File: src/kwsd_pkg.sv
package kwsd_pkg;

  localparam int unsigned ByteW      = 8;
  localparam int unsigned TableDepth = 256;
  localparam int unsigned TableAw    = $clog2(TableDepth);

  localparam logic [ByteW-1:0] FirstLabelRst = 8'd97;  // 'a'
  localparam logic [ByteW-1:0] SkipCharRst   = 8'd32;  // ' '

  typedef enum logic {
    RegFirstLabel = 1'b0,
    RegSkipChar   = 1'b1
  } reg_idx_e;

  typedef enum logic {
    CmdKey = 1'b0,
    CmdMsg = 1'b1
  } cmd_e;

endpackage

File: src/kwsd_ram.sv
module kwsd_ram #(
  parameter int unsigned Width = 8,
  parameter int unsigned Depth = 256,
  localparam int unsigned Aw   = $clog2(Depth)
) (
  input  logic             clk_i,
  input  logic             we_i,
  input  logic [Aw-1:0]    waddr_i,
  input  logic [Width-1:0] wdata_i,
  input  logic             re_i,
  input  logic [Aw-1:0]    raddr_i,
  output logic [Width-1:0] rdata_o
);

  logic [Width-1:0] mem_q [Depth];
  logic [Width-1:0] rdata_q;

  // read returns the old word when the same entry is written in that cycle
  always_ff @(posedge clk_i) begin
    if (we_i) begin
      mem_q[waddr_i] <= wdata_i;
    end
    if (re_i) begin
      rdata_q <= mem_q[raddr_i];
    end
  end

  assign rdata_o = rdata_q;

endmodule

File: src/keyword_substitution_decoder.sv
// Keyword substitution decoder. Key beats (tuser cmd = 0) build a 256-entry
// substitution table: each distinct key byte other than the skip byte takes
// the next label, starting at first_label and counting modulo 256; a key beat
// with new_key set first empties the table and restarts the labels. Message
// beats (cmd = 1) give one output beat each: the skip byte unchanged,
// otherwise the table entry of the byte, zero if unmapped. Key beats give no
// output. The block takes one beat per clock cycle unless a full output
// stalls a message beat; message beats pass the s1 and then the output
// register. The table is a 256x8 RAM with one read and one write port, read
// as a beat is accepted and written back in the next cycle, with a one-entry
// bypass for a read of the entry just written. A flip-flop per entry marks
// it as written, so reset and new_key empty the table at once and no
// clearing pass is needed. Write first_label and skip_char only while idle.
module keyword_substitution_decoder
  import kwsd_pkg::*;
(
  input  logic             clk_i,
  input  logic             rst_ni,
  // configuration write port
  input  logic             cfg_we_i,
  input  logic             cfg_addr_i,
  input  logic [ByteW-1:0] cfg_wdata_i,
  // input stream
  input  logic             s_axis_tvalid,
  output logic             s_axis_tready,
  input  logic [7:0]       s_axis_tdata,   // [7:0] data_byte
  input  logic [1:0]       s_axis_tuser,   // [0] cmd, [1] new_key
  // output stream
  output logic             m_axis_tvalid,
  input  logic             m_axis_tready,
  output logic [7:0]       m_axis_tdata    // [7:0] decoded_byte
);

  logic [ByteW-1:0] first_label_q, first_label_d;
  logic [ByteW-1:0] skip_char_q, skip_char_d;
  logic [ByteW-1:0] next_label_q, next_label_d;

  logic             s1_valid_q, s1_valid_d;
  cmd_e             s1_cmd_q;
  logic             s1_new_key_q;
  logic [ByteW-1:0] s1_byte_q;

  logic [TableDepth-1:0] valid_q, valid_d;

  logic               fwd_vld_q, fwd_vld_d;
  logic [TableAw-1:0] fwd_addr_q;
  logic [ByteW-1:0]   fwd_data_q;

  logic             out_valid_q, out_valid_d;
  logic [ByteW-1:0] out_data_q;

  logic             accept, out_ready, s1_adv, s1_is_key, clear, out_load;
  logic             tbl_we;
  logic [ByteW-1:0] ram_rdata, entry, label;

  // configuration registers
  always_comb begin
    first_label_d = first_label_q;
    skip_char_d   = skip_char_q;
    if (cfg_we_i) begin
      case (reg_idx_e'(cfg_addr_i))
        RegFirstLabel: first_label_d = cfg_wdata_i;
        RegSkipChar:   skip_char_d   = cfg_wdata_i;
        default: ;
      endcase
    end
  end

  // handshake
  assign s1_is_key     = (s1_cmd_q == CmdKey);
  assign out_ready     = !out_valid_q || m_axis_tready;
  assign s1_adv        = s1_valid_q && (s1_is_key || out_ready);
  assign s_axis_tready = !s1_valid_q || s1_adv;
  assign accept        = s_axis_tvalid && s_axis_tready;
  assign out_load      = s1_valid_q && !s1_is_key && out_ready;
  assign clear         = s1_is_key && s1_new_key_q;

  kwsd_ram #(
    .Width (ByteW),
    .Depth (TableDepth)
  ) u_table (
    .clk_i   (clk_i),
    .we_i    (tbl_we),
    .waddr_i (s1_byte_q[TableAw-1:0]),
    .wdata_i (label),
    .re_i    (accept),
    .raddr_i (s_axis_tdata[TableAw-1:0]),
    .rdata_o (ram_rdata)
  );

  // current entry: empty after a clear, bypassed if just written
  always_comb begin
    if (clear || !valid_q[s1_byte_q[TableAw-1:0]]) begin
      entry = '0;
    end else if (fwd_vld_q && (fwd_addr_q == s1_byte_q[TableAw-1:0])) begin
      entry = fwd_data_q;
    end else begin
      entry = ram_rdata;
    end
  end

  assign label  = clear ? first_label_q : next_label_q;
  assign tbl_we = s1_adv && s1_is_key && (s1_byte_q != skip_char_q) && (entry == '0);

  always_comb begin
    next_label_d = next_label_q;
    valid_d      = valid_q;
    fwd_vld_d    = fwd_vld_q;
    if (s1_adv) begin
      fwd_vld_d = tbl_we;
      if (s1_is_key) begin
        next_label_d = tbl_we ? label + 8'd1 : label;
      end
      if (clear) begin
        valid_d = '0;
      end
      if (tbl_we) begin
        valid_d[s1_byte_q[TableAw-1:0]] = 1'b1;
      end
    end
  end

  always_comb begin
    s1_valid_d = s1_valid_q;
    if (accept) begin
      s1_valid_d = 1'b1;
    end else if (s1_adv) begin
      s1_valid_d = 1'b0;
    end
  end

  always_comb begin
    out_valid_d = out_valid_q;
    if (out_load) begin
      out_valid_d = 1'b1;
    end else if (m_axis_tready) begin
      out_valid_d = 1'b0;
    end
  end

  always_ff @(posedge clk_i or negedge rst_ni) begin
    if (!rst_ni) begin
      first_label_q <= FirstLabelRst;
      skip_char_q   <= SkipCharRst;
      next_label_q  <= FirstLabelRst;
      s1_valid_q    <= 1'b0;
      valid_q       <= '0;
      fwd_vld_q     <= 1'b0;
      out_valid_q   <= 1'b0;
    end else begin
      first_label_q <= first_label_d;
      skip_char_q   <= skip_char_d;
      next_label_q  <= next_label_d;
      s1_valid_q    <= s1_valid_d;
      valid_q       <= valid_d;
      fwd_vld_q     <= fwd_vld_d;
      out_valid_q   <= out_valid_d;
    end
  end

  // payload
  always_ff @(posedge clk_i) begin
    if (accept) begin
      s1_cmd_q     <= cmd_e'(s_axis_tuser[0]);
      s1_new_key_q <= s_axis_tuser[1];
      s1_byte_q    <= s_axis_tdata[ByteW-1:0];
    end
    if (s1_adv) begin
      fwd_addr_q <= s1_byte_q[TableAw-1:0];
      fwd_data_q <= label;
    end
    if (out_load) begin
      out_data_q <= (s1_byte_q == skip_char_q) ? skip_char_q : entry;
    end
  end

  assign m_axis_tvalid = out_valid_q;
  assign m_axis_tdata  = out_data_q;

  // stall only behind a message beat held up by a full output register
  a_stall_cause: assert property (@(posedge clk_i) disable iff (!rst_ni)
    !s_axis_tready |-> s1_valid_q && (s1_cmd_q == CmdMsg) && m_axis_tvalid)
    else $error("input stalled without a blocked message beat");

  a_write_key_only: assert property (@(posedge clk_i) disable iff (!rst_ni)
    tbl_we |-> s1_valid_q && (s1_cmd_q == CmdKey))
    else $error("table written by a non-key beat");

  a_write_marks: assert property (@(posedge clk_i) disable iff (!rst_ni)
    tbl_we |=> valid_q[fwd_addr_q] && fwd_vld_q)
    else $error("written entry not marked or not bypassed");

  a_clear_restart: assert property (@(posedge clk_i) disable iff (!rst_ni)
    s1_adv && clear && !tbl_we |=> next_label_q == $past(first_label_q))
    else $error("labels not restarted on new key");

endmodule

File: config.mk
export PLATFORM = sky130hd
export DESIGN_NAME = keyword_substitution_decoder
export DESIGN_NICKNAME = d
export VERILOG_FILES = /design/src/kwsd_pkg.sv /design/src/kwsd_ram.sv /design/src/keyword_substitution_decoder.sv
export SDC_FILE = /design/constraint.sdc
export NUM_CORES = 2
export LEC_CHECK = 0
export BUFFER_PORTS_ARGS = -buffer_cell sky130_fd_sc_hd__clkbuf_2
export CAP_MARGIN = 20
export CORE_MARGIN = 1.5
export CORE_UTILIZATION = 50
export DETAILED_ROUTE_END_ITERATION = 7
export PLACE_DENSITY = 0.73
export SYNTH_ARGS = -nofsm -noshare
export SYNTH_HDL_FRONTEND = slang
export SYNTH_SLANG_ARGS = --single-unit
File: constraint.sdc
create_clock -name clk_i -period 7.82 [get_ports clk_i]
set_clock_uncertainty 0.2 [all_clocks]
set_input_delay 0.391 -clock clk_i [delete_from_list [all_inputs] [get_ports clk_i]]
set_output_delay 0.391 -clock clk_i [all_outputs]
set_load 0.1 [all_outputs]
==> impl_metrics.json <==
{
  "syn-mean-instance-area_um2": 20.72,
  "clk_latency_ps": 880,
  "synth_adder_area_share": 0.0001325,
  "hold_buffers": 23,
  "yosysSeqAreaShare": 0.7399,
  "max-slew-margin-rel": 0.08830,
  "fillCellCount": 13370,
  "final_cell_mix": "edfxtp_1, mux4_2, nand2_1, dfrtp_1, nor3_1",
  "power_density_nw_per_um2": 271.5,
  "synthXorXnorAreaFrac": 0.001484,
  "root_buffer": "clkbuf_16",
  "maxCapViolations": 0,
  "cp.arrival_ps": 5920,
  "clk_pin_slew_worst_paths_ps": 60,
  "drtPass1Iterations": 8,
  "layout.cells.non_filler": 7449,
  "grt_pass1_vias": 47520,
  "die_area_um2": 191400,
  "synth_area_um2": 94400,
  "cts_sinks": 2373,
  "place_inst": 6903,
  "critPathRequiredTime_ps": 8090,
  "place.gp.congestion": 0.8678,
  "avgViaCountPerCell": 6.452,
  "synthSimpleGateAreaFrac": 0.03079,
  "fin_nets": 4780,
  "synth_top_area_share": 0.6648,
  "slew_violations": 0,
  "yosysUniqueCellTypes": 48,
  "yosysTopAreaCell": "edfxtp_1",
  "leakagePower_nw": 34.51,
  "die_w_um": 437.5,
  "p_sw_mw": 6.838,
  "p_seq_frac": 0.519,
  "p_int_mw": 22.04,
  "finalSetupViolCount": 0,
  "grt_max_degree": 258,
  "core_area_um2": 187600,
  "synth.area.mux_share": 0.1835,
  "grt_first_pass_wirelength_um": 333800,
  "worst_pin_slew_ps": 1368,
  "synthCells": 4555,
  "end_kind": "flip-flop",
  "final_area_um2": 106400,
  "place_hpwl_um": 129300,
  "rsz0062_at_grt": "no",
  "start_util": 0.5032,
  "routed_wl_um": 228100,
  "ctsResizeCount": 0,
  "min_path_type": "in -> reg",
  "area_delta_synth_final_pct": 12.67,
  "cts.htree.levels": 4,
  "synth_edf_count": 2090,
  "cts_tree": "yes",
  "max_freq_mhz": 177.0,
  "p_clk_frac": 0.388,
  "antenna_found_initial": 13,
  "min_period_over_period": 0.7225,
  "fin_crit_ps": 5650,
  "rows": 159,
  "cts_setup_buffers": 0,
  "async_reset_ff_frac": 0.1193,
  "status": "finished clean",
  "drc": 0,
  "ys_warn_count": 0,
  "synth_seq_cells": 2373,
  "drive_gt1_frac": 0.2954,
  "num_io_pins": 34,
  "path_max_fanout": 63,
  "num_vias": 48060,
  "postPlaceCellArea_um2": 97880,
  "cts_buffer_depth": 3,
  "path_class": "reg -> reg",
  "synth_top_family_by_area": "multiplexers",
  "cts_made_buffers": 224,
  "post-route-util": 0.5670,
  "comb_power_share": 0.093,
  "startpoint_type": "flip-flop",
  "layout_commonest_cell": "edfxtp_1",
  "port_buffers": 33,
  "vdd_drop_max_mv": 0.2596,
  "ant_nets": 0,
  "tns_ps": 0,
  "syn_nets": 4580,
  "ys.flop_type": "edfxtp_1",
  "die_h_um": 437.5,
  "grt_use_total": 0.2389,
  "swShare": 0.2368,
  "yosys-top-cells-area": "edfxtp_1, mux4_2, dfrtp_1, o31ai_1, nor3_1",
  "first_iter_violations": 6294,
  "hold_viol": 0,
  "synth_compound_area_frac": 0.02559,
  "wl_per_cell_um": 30.62,
  "grt-ovfl-total": 0
}
## synthesized netlist by cell type, drive strengths merged, types with 14 or more instances
cell	n
edfxtp	2090
mux4	732
nand2	316
dfrtp	276
nor3	259
o31ai	256
clkbuf	227
buf	143
mux2i	50
mux2	30
nand3	17
nor2	17
xnor2	15
nor2b	14
o21ai	14
## sequential cells by signal, summed over array words and instances (netlist names)
register,count
m_axis_tdata,8
s1_byte_q,8
fwd_addr_q,8
u_table.mem_q,2048
skip_char_q,8
fwd_vld_q,1
s1_valid_q,1
valid_q,256
u_table.rdata_o,8
s1_new_key_q,1
first_label_q,8
fwd_data_q,8
m_axis_tvalid,1
next_label_q,8
s1_cmd_q,1
## cells by family (layout without fill, tap and decap cells)
group           count (synthesis)  count (layout)
compound gates                327             327
xor+xnor                       16              16
fa+ha+maj                       1               1
buf+inv                       374             769
flops                        2373            2373
mux                           812             812
other cells                     0               4
simple gates                  652             652
## metal layers
metal	global-route usage	routed length, µm	vias to the layer above
met2	0.3779	110900	2856
met5	0	178	-
met4	0.07320	6894	10
met3	0.04688	22390	389
li1	-	-	19390
met1	0.3397	87730	25420
## final timing paths
| check | from | endpoint | slack, ps | depth (start not counted) |
|---|---|---|---|---|
| setup / recovery | s1_byte_q[0] | u_table.mem_q[216][6] | 2170 | 10 |
| hold / removal | s_axis_tuser[0] | s1_cmd_q | 70 | 2 |
| setup reg to reg | s1_byte_q[0] | u_table.mem_q[216][6] | 2170 | 10 |
| hold reg to reg | valid_q[171] | valid_q[171] | 280 | 2 |
| max in group asynchronous | rst_ni | valid_q[226] | 5880 | 3 |
| min in group asynchronous | rst_ni | valid_q[223] | 110 | 2 |
## power by group through the flow
stage	clock network [mW]	registers, mW	logic (mW)
global placement	0	15.3	2.64
finish	11.2	15.0	2.69
CTS	11.3	15.0	2.71
detailed placement	0	15.3	2.70
floorplan	0	15.3	1.40
global route	11.8	15.0	2.86
## cell type report
type / instances / area [µm²] / share of cell area
multi-input combinational: 1808 / 23010 / 0.2163
clock buffer: 277 / 5991 / 0.05632
clock inverter: 144 / 1645 / 0.01547
tap: 2495 / 3122 / 0.02935
timing repair buffer: 344 / 2721 / 0.02559
sequential: 2373 / 69850 / 0.6567
antenna: 4 / 10.01 / 0.00009411
inverter: 4 / 15.01 / 0.0001412
## per-stage QoR
step / worst slack, ps / power (mW) / hold WS (ps)
6_report: 2170 / 28.88 / 69.47
4_1_cts: 2250 / 29.02 / 23.11
3_3_place_gp: 2422 / 17.89 / 254.1
2_1_floorplan: 3596 / 16.74 / -104.6
3_5_place_dp: 2242 / 17.95 / 260.7
5_1_grt: 1977 / 29.65 / 53.96
## worst max-delay path, stage by stage, from the launching register on
cell      delay (ps)
edfxtp_1         790
buf_4            390
mux4_2           540
mux4_2           480
a21o_1           220
a2111o_1         450
o211ai_2         180
o21ai_4          300
buf_12           300
buf_4            380
nor3_1           930
(Power assumes the default switching activity.)
